`src/sv/cisc_pkg.sv`:
```
package cisc_pkg;

  localparam int FRACTION_BITS_DEF = 16;
  localparam int GUARD = 8;
  localparam int Z_FRAC = 13;
  localparam int TOL_FRAC = 16;

  localparam logic        RST_BINOMIAL = 1'b1;
  localparam logic [15:0] RST_TOLERANCE = 16'd3277;
  localparam logic [15:0] RST_BATCH = 16'd1;
  localparam logic [15:0] RST_Z = 16'd16056;

  typedef enum logic [1:0] {
    CFG_BINOMIAL = 2'd0,
    CFG_TOLERANCE = 2'd1,
    CFG_BATCH = 2'd2,
    CFG_Z = 2'd3
  } cfg_idx_t;

  typedef enum logic [4:0] {
    OP_NONE,
    OP_LOAD,
    OP_DIV_SCALE,
    OP_SCALED,
    OP_FIRST,
    OP_DIV_MEAN,
    OP_MEAN,
    OP_MUL_SQ,
    OP_MUL_SQN,
    OP_DIV_VAR,
    OP_VAR,
    OP_MUL_P,
    OP_MUL_NB,
    OP_DIV_P,
    OP_DIV_VN,
    OP_SQRT,
    OP_Z,
    OP_OUT
  } op_t;

  typedef enum logic [4:0] {
    S_IDLE,
    S_SCALE,
    S_SCALE_W,
    S_SCALED,
    S_BRANCH,
    S_MEAN_W,
    S_MEAN,
    S_SQ,
    S_SQ_W,
    S_SQN,
    S_SQN_W,
    S_VDIV,
    S_VDIV_W,
    S_VUPD,
    S_HALF,
    S_P_W,
    S_NB,
    S_NB_W,
    S_PDIV,
    S_HDIV_W,
    S_SQRT,
    S_SQRT_W,
    S_Z,
    S_OUT
  } state_t;

  typedef struct packed {
    op_t op;
  } cmd_t;

  typedef struct packed {
    logic div_done;
    logic sqrt_done;
    logic mul_done;
    logic n_is_one;
    logic binomial;
    logic out_busy;
  } stat_t;

endpackage

```
`src/sv/cisc_ctrl.sv`:
```
module cisc_ctrl (
  input  logic            clk,
  input  logic            rst_n,
  input  logic            in_valid,
  output logic            in_ready,
  input  cisc_pkg::stat_t stat,
  output cisc_pkg::cmd_t  cmd
);
  import cisc_pkg::*;

  state_t state_r;
  state_t state_nxt;

  always_ff @(posedge clk) begin
    if (!rst_n) begin
      state_r <= S_IDLE;
    end else begin
      state_r <= state_nxt;
    end
  end

  always_comb begin
    state_nxt = state_r;
    cmd.op = OP_NONE;
    in_ready = 1'b0;
    unique case (state_r)
      S_IDLE: begin
        in_ready = 1'b1;
        if (in_valid) begin
          cmd.op = OP_LOAD;
          state_nxt = S_SCALE;
        end
      end
      S_SCALE: begin
        cmd.op = OP_DIV_SCALE;
        state_nxt = S_SCALE_W;
      end
      S_SCALE_W: if (stat.div_done) state_nxt = S_SCALED;
      S_SCALED: begin
        cmd.op = OP_SCALED;
        state_nxt = S_BRANCH;
      end
      S_BRANCH: begin
        if (stat.n_is_one) begin
          cmd.op = OP_FIRST;
          state_nxt = S_HALF;
        end else begin
          cmd.op = OP_DIV_MEAN;
          state_nxt = S_MEAN_W;
        end
      end
      S_MEAN_W: if (stat.div_done) state_nxt = S_MEAN;
      S_MEAN: begin
        cmd.op = OP_MEAN;
        state_nxt = stat.binomial ? S_HALF : S_SQ;
      end
      S_SQ: begin
        cmd.op = OP_MUL_SQ;
        state_nxt = S_SQ_W;
      end
      S_SQ_W: if (stat.mul_done) state_nxt = S_SQN;
      S_SQN: begin
        cmd.op = OP_MUL_SQN;
        state_nxt = S_SQN_W;
      end
      S_SQN_W: if (stat.mul_done) state_nxt = S_VDIV;
      S_VDIV: begin
        cmd.op = OP_DIV_VAR;
        state_nxt = S_VDIV_W;
      end
      S_VDIV_W: if (stat.div_done) state_nxt = S_VUPD;
      S_VUPD: begin
        cmd.op = OP_VAR;
        state_nxt = S_HALF;
      end
      S_HALF: begin
        if (stat.binomial) begin
          cmd.op = OP_MUL_P;
          state_nxt = S_P_W;
        end else begin
          cmd.op = OP_DIV_VN;
          state_nxt = S_HDIV_W;
        end
      end
      S_P_W: if (stat.mul_done) state_nxt = S_NB;
      S_NB: begin
        cmd.op = OP_MUL_NB;
        state_nxt = S_NB_W;
      end
      S_NB_W: if (stat.mul_done) state_nxt = S_PDIV;
      S_PDIV: begin
        cmd.op = OP_DIV_P;
        state_nxt = S_HDIV_W;
      end
      S_HDIV_W: if (stat.div_done) state_nxt = S_SQRT;
      S_SQRT: begin
        cmd.op = OP_SQRT;
        state_nxt = S_SQRT_W;
      end
      S_SQRT_W: if (stat.sqrt_done) state_nxt = S_Z;
      S_Z: begin
        cmd.op = OP_Z;
        state_nxt = S_OUT;
      end
      S_OUT: begin
        if (!stat.out_busy) begin
          cmd.op = OP_OUT;
          state_nxt = S_IDLE;
        end
      end
      default: state_nxt = S_IDLE;
    endcase
  end

endmodule

```
`config.mk`:
```
export PLATFORM = sky130hd
export DESIGN_NAME = cisc_ctrl
export DESIGN_NICKNAME = d
export VERILOG_FILES = /design/src/sv/cisc_pkg.sv /design/src/sv/cisc_ctrl.sv
export SDC_FILE = /design/constraint.sdc
export NUM_CORES = 1
export LEC_CHECK = 0
export ABC_AREA = 1
export BUFFER_PORTS_ARGS = -buffer_cell sky130_fd_sc_hd__buf_2
export CELL_PAD_IN_SITES_DETAIL_PLACEMENT = 1
export CELL_PAD_IN_SITES_GLOBAL_PLACEMENT = 1
export CORE_ASPECT_RATIO = 1.1
export CORE_MARGIN = 2
export CORE_UTILIZATION = 34
export DETAILED_ROUTE_END_ITERATION = 6
export GPL_TIMING_DRIVEN = 1
export HOLD_SLACK_MARGIN = 0.02
export PLACE_DENSITY_LB_ADDON = 0.15
export RECOVER_POWER = 25
export SLEW_MARGIN = 25
export SYNTH_ARGS = -nofsm -noshare
export SYNTH_HDL_FRONTEND = slang
export SYNTH_SLANG_ARGS = --single-unit
```
`constraint.sdc`:
```
create_clock -name clk -period 1.8 [get_ports clk]
set_clock_uncertainty 0.1 [all_clocks]
set_input_delay 0.18 -clock clk [delete_from_list [all_inputs] [get_ports clk]]
set_output_delay 0.18 -clock clk [all_outputs]
set_load 0.05 [all_outputs]
```
; ---- After elaboration in Yosys (flattened, before gate mapping)
; Cells that the tools add are included.
[word_totals]
regBits = 5
inputBits = 9
output_inout_bits = 6
wordCells = 58
[op_classes]
n_eq_ne = 34
n_mux = 21
n_reduce_logical = 2
[op_table]
columns = cell, n
row1 = $pmux W5 S24, 1
row2 = $pmux W5 S15, 1
row3 = $mux W5, 13
row4 = $eq A5 B4 Y1 const B, 8
row5 = $eq A5 B5 Y1 const B, 8
row6 = $ne A2 B2 Y1 const B, 11
row7 = $eq A5 B3 Y1 const B, 4
row8 = $reduce_and A11 Y1, 1
row9 = $eq A5 B2 Y1 const B, 2
row10 = $mux W4, 2
row11 = $eq A5 B1 Y1 const B, 1
row12 = $logic_not A5 Y1, 1
row13 = $mux W1, 3
row14 = $mux W3, 1

; ---- Longest topological paths before layout
; Gate-level depths: netlist of the first run.
[logic_depth]
depth_word = 3
ltp_mapped = 11
ltp_nobuf = 10

; ---- Least setup slack after synthesis of the first run
; No wires, ideal clock.
[synth_path]
kind = flip-flop to output port
from = register state_r[2]
to = output cmd[0] in the netlist's numbering
arrival_time_ps = 1693
required_ps = 1520
setup_slack_ps = -173
path_stages_with_launch = 6
path_buffers = 0
path_cell_list = dfxtp_1 > nor2_2 > inv_2 > nor2_2 > a221oi_1 > nand3_1
[synth_rtl]
columns = item, line_no
row1 = "start, declared", cisc_ctrl.sv:11  ; state_t state_r;
row2 = "start signal, assigned", cisc_ctrl.sv:18  ; state_r <= state_nxt;
row3 = "end, declared", cisc_ctrl.sv:7  ; output cisc_pkg::cmd_t cmd

==> results of run 1 <==
==> critical path: stages (launching register included) <==
cell and delay [ns]:
dfxtp_4 0.36, buf_4 0.14, nand2_4 0.10, nor2_4 0.06, nand2_2 0.08, nand2_2 0.07, a211oi_2 0.15, nand3_1 0.11
buf_6 0.17
==> power groups by stage <==
stage | logic (mW) | registers (mW) | clock network (mW)
finish | 2.18 | 0.293 | 0.133
global route | 2.34 | 0.300 | 0.139
CTS | 1.93 | 0.259 | 0.138
detailed placement | 1.70 | 0.236 | 0
global placement | 1.68 | 0.230 | 0
floorplan | 1.25 | 0.223 | 0
==> layout make-up <==
cell class	instances	area, sq um
multi-input combinational	116	673
tap	28	35.0
timing repair buffer	32	233
clock buffer	4	26.3
sequential	5	114
fill	281	867
inverter	18	72.6
==> worst min-delay path by stage <==
stage | from | to | slack, ns | depth (start not counted)
6_report | rst_n | state_r[0] | 0.08 | 3
5_1_grt | rst_n | state_r[4] | 0.11 | 3
4_1_cts | rst_n | state_r[0] | 0.08 | 3
3_5_place_dp | rst_n | state_r[0] | 0.35 | 3
3_3_place_gp | rst_n | state_r[0] | 0.34 | 3
2_1_floorplan | rst_n | state_r[0] | 0.19 | 2
==> repair_timing <==
action | in CTS | in global routing
endpoints found under the setup margin | 5 | 9
gates resized for setup | 25 | 27
pin swaps | 2 | 7
setup buffers | 3 | 4
==> cell usage after synthesis <==
library cell and number:
nand2_1 39, nand3_2 1, nor3_1 7, inv_2 3, a22oi_1 1, nor2_1 25
nand3_1 13, dfxtp_1 5, o22ai_1 1, clkinv_1 1, o2111ai_1 1, inv_1 14
buf_6 2, nand3b_1 2, a21oi_1 4, a211oi_1 1, nand2_2 2, nand4_1 6
nor2_2 7, a221oi_1 1, o21ai_0 4, o21bai_1 1
==> layout by cell type (no fill, tap or decap), types with 2 or more instances in the layout <==
cell type	Yosys	routed
nand3b_1	2	2
nor3_2	0	3
nor2_1	25	18
nand4_1	6	6
nand3_2	1	2
nand3_1	13	12
nand2_2	2	10
nor3_1	7	4
clkbuf_4	0	4
dfxtp_4	0	3
nand2_1	39	29
buf_6	2	4
inv_1	14	14
nor2_4	0	6
inv_4	0	2
a21oi_1	4	3
buf_4	0	18
nor2_2	7	8
o21ai_0	4	3
dfxtp_2	0	2
nand2_4	0	2
buf_2	0	8
==> cell families after synthesis <==
family / share of synthesized area, %
AND/OR/NAND/NOR: 62.4
buffers and inverters: 12.2
AO/OA/AOI/OAI: 11.7
flip-flops: 13.6
==> per-layer routing <==
| metal | vias up | GRT usage, % | routed length, microns |
|---|---|---|---|
| met3 | 7 | 1.71 | 155 |
| met1 | 509 | 27.1 | 1280 |
| met5 | - | 0 | 0 |
| met2 | 57 | 48.1 | 1700 |
| met4 | 0 | 12.4 | 82 |
| li1 | 537 | - | - |
==> results.json, run 1 <==
{
  "dpl_worst_slack_ns": -0.0534,
  "rows": 17,
  "io_pins": 15,
  "clkPwrFrac_pct": 5.1,
  "cts_tree": "built",
  "power_mw": 2.61,
  "vias": 1110,
  "drive_gt1_share_pct": 45.1,
  "top_register": "state_r",
  "crit_path_end_kind": "output port",
  "syn_nets": 150,
  "yosysTopAreaCell": "nand2_1",
  "crit_arrival_ns": 1.50,
  "cellLeakagePower_nw": 0.613,
  "ys_seq_area_share_pct": 13.6,
  "finalCritPeriodShare_pct": 98.7,
  "report.final.slew_viol_count": 0,
  "yosys_warnings": 0,
  "place_hpwl_microns": 2290,
  "io_buffers": 14,
  "worst_slack_ns": 0.0236,
  "path_clk_slew_ns": 0.04,
  "die_h_microns": 52.8,
  "cp.required_ns": 1.52,
  "grt.overflow.total": 0,
  "power_density_mw_per_mm2": 2260,
  "routed_wl_microns": 3220,
  "yosysUniqueCellTypes": 22,
  "fin_area_sq_mm": 0.00115,
  "final_util_pct": 57.1,
  "p_int_mw": 1.06,
  "timing.fmax_mhz": 563,
  "place.gp.congestion": 0.932,
  "post_drt_wl_per_cell_microns": 15.9,
  "first_global_vias": 1099,
  "reg2reg_from": "state_r[2]",
  "startpoint_type": "register",
  "finalCriticalPeriod_ns": 1.78,
  "core-area_sq_mm": 0.00202,
  "groute.usage.overall_pct": 24.6,
  "areaGrowthSynthToFinish_pct": 56.8,
  "slew_headroom_pct": 82.0,
  "num_antenna_cells": 0,
  "dieArea_sq_mm": 0.00255,
  "hold_slack_ns": 0.0776,
  "path_max_fanout": 6,
  "reg2regPathDepth": 9,
  "hold_path.class": "primary input to register",
  "worstMarginPinSlew_ns": 0.269,
  "worstSkewPairLatency_ns": 0.25,
  "irDropWorstVdd_mv": 1.04,
  "drt-pass1-iter-count": 4,
  "via_per_inst": 5.47,
  "netlist_instances": 141,
  "dp.cells": 192,
  "cts_buffers": 3,
  "status": "complete, no violations",
  "grt_start_max_net_pins": 10,
  "ys_ff_latch": 5,
  "synth_area_sq_um": 736,
  "antenna_found_initial": 0,
  "cap_viol_max_count": 0,
  "place_area_sq_um": 912,
  "rr_endpoint": "state_r[1]",
  "tns_ns": 0,
  "nets": 185,
  "cp-endpoint": "cmd[1]",
  "hold_viol_final": 0,
  "first_iter_violations": 16,
  "combPwrFrac_pct": 83.7,
  "h-tree-depth": 1,
  "top_regs": "state_r x5",
  "cts-root-buf": "clkbuf_4",
  "grt_pass1_wl_microns": 4770,
  "criticalPathCategory": "register to output port",
  "sequentialPowerShare_pct": 11.2,
  "ff2ff_setup_slack_ns": 0.08,
  "synth_top_area_share_pct": 19.9,
  "ctsHoldBuffers": 0,
  "cts.sinks": 5,
  "initial_utilization_pct": 36.4,
  "fp.dieW_microns": 48.4,
  "syn_avg_cell_area_sq_um": 5.22,
  "swShare_pct": 59.2,
  "largest_reg_flops": 5,
  "p_sw_mw": 1.54,
  "fin_cells": 203,
  "drc_errors": 0,
  "finalSetupViolCount": 0,
  "crit_start": "state_r[0]",
  "ant_nets": 0,
  "clk_path_buf_depth": 2,
  "synth_area_leaders": "nand2_1, dfxtp_1, nor2_1"
}
Note: power is estimated with default switching activity, not from simulation.
==> run 2, diff against run 1 <==
Settings changed: CELL_PAD_IN_SITES_DETAIL_PLACEMENT 1 to default, CELL_PAD_IN_SITES_GLOBAL_PLACEMENT 1 to default, CORE_UTILIZATION 34 to 45.
==> results.json, run 2 (synthesis gave the netlist of run 1 again) <==
{
  "hold_depth": 3,
  "power_mw": 2.62,
  "hold_path.class": "primary input to register",
  "drt-pass1-iter-count": 4,
  "place.gp.congestion": 0.928,
  "post_drt_wl_per_cell_microns": 14.1,
  "largest_reg_flops": 5,
  "worstSkewPairLatency_ns": 0.23,
  "worstMarginPinSlew_ns": 0.319,
  "num_antenna_cells": 0,
  "first_global_vias": 865,
  "cts-root-buf": "clkbuf_4",
  "die_h_microns": 46.4,
  "slew_headroom_pct": 78.5,
  "dpl_worst_slack_ns": -0.0111,
  "tns_ns": 0,
  "h-tree-depth": 1,
  "crit_path_end_kind": "output port",
  "crit_start": "state_r[0]",
  "reg2reg_from": "state_r[3]",
  "layout.cells.most_common": "nand2_1",
  "place_hpwl_microns": 1810,
  "fp.dieW_microns": 42.6,
  "antenna_found_initial": 0,
  "areaGrowthSynthToFinish_pct": 60.7,
  "groute.usage.overall_pct": 24.7,
  "final_util_pct": 75.9,
  "path_max_fanout": 6,
  "finalSetupViolCount": 0,
  "ctsHoldBuffers": 0,
  "crit_arrival_ns": 1.51,
  "io_buffers": 14,
  "drive_gt1_share_pct": 46.6,
  "hold_viol_final": 0,
  "cts_tree": "built",
  "dieArea_sq_mm": 0.00197,
  "criticalPathCategory": "register to output port",
  "routed_wl_microns": 2760,
  "min_from": "rst_n",
  "startpoint_type": "register",
  "first_iter_violations": 34,
  "finalCritPeriodShare_pct": 99.2,
  "report.final.slew_viol_count": 0,
  "cts.sinks": 5,
  "io_pins": 15,
  "rows": 15,
  "path_clk_slew_ns": 0.04,
  "grt_pass1_wl_microns": 3590,
  "nets": 188,
  "rr_endpoint": "state_r[3]",
  "irDropWorstVdd_mv": 1.62,
  "cellLeakagePower_nw": 0.642,
  "nFillCells": 128,
  "top_register": "state_r",
  "initial_utilization_pct": 47.2,
  "via_per_inst": 5.72,
  "status": "complete, no violations",
  "final_cell_mix": "nand2_1, nor2_1, buf_4, nand3_1, inv_1",
  "cap_viol_max_count": 0,
  "grt_start_max_net_pins": 13,
  "min_to": "state_r[0]",
  "finalCriticalPeriod_ns": 1.79,
  "reg2regPathDepth": 9,
  "grt.overflow.total": 0,
  "top_regs": "state_r x5",
  "cts_buffers": 3,
  "clk_path_buf_depth": 2,
  "vias": 1116,
  "core-area_sq_mm": 0.00156,
  "worst_slack_ns": 0.0136,
  "drc_errors": 0,
  "ant_nets": 0,
  "cp.required_ns": 1.52,
  "ff2ff_setup_slack_ns": 0.05,
  "power_density_mw_per_mm2": 2220,
  "rsz0062_at_grt": "yes",
  "timing.fmax_mhz": 560
}
run 2: metal layers:
layer | up-vias | global-route usage, % | wire length [microns]
met5 | - | 0 | 0
met4 | 0 | 16.3 | 107
met1 | 511 | 28.3 | 1160
met2 | 51 | 43.1 | 1360
li1 | 541 | - | -
met3 | 13 | 3.92 | 133
run 2: cell type report:
class / count / area [sq um] / area share, %
multi-input cells: 117 / 696 / 58.8
repair buffers: 34 / 253 / 21.4
flip-flops and latches: 5 / 114 / 9.63
inverters: 18 / 72.6 / 6.14
clock buffers: 4 / 26.3 / 2.22
well taps: 17 / 21.3 / 1.80
run 2: power breakdown:
group / internal, mW / switching [mW] / total (mW)
clock network: 0.0835 / 0.0414 / 0.125
registers: 0.187 / 0.112 / 0.299
logic: 0.846 / 1.35 / 2.20
run 2: timing repair:
action | in CTS | in global routing
setup buffers | 2 | 13
setup endpoints to repair | 4 | 8
cloned | 0 | 1
resized for setup | 24 | 34
pin swaps | 1 | 9
run 2: through the flow:
stage	instances	hold WS, ns	cell area (sq um)
2_1_floorplan	141	0.189	747
3_3_place_gp	175	0.338	853
5_1_grt	195	0.100	1180
3_5_place_dp	175	0.345	853
6_report	195	0.0913	1180
4_1_cts	181	0.0837	961
run 2: worst max path at each step:
stage          slack, ns  cells after the start  endpoint
4_1_cts            0.007                      8    cmd[1]
5_1_grt            -0.06                      7    cmd[0]
2_1_floorplan       0.03                      5    cmd[0]
6_report            0.01                      7    cmd[2]
3_3_place_gp      -0.002                      6    cmd[3]
3_5_place_dp       -0.01                      6    cmd[3]
run 2: critical path, stage by stage, from the launching register on:
cell and delay, ns:
dfxtp_4 0.38, buf_4 0.15, nor2_4 0.13, nand2_2 0.10, nor2_2 0.12, nand2_1 0.11
nand3_1 0.12, buf_6 0.16
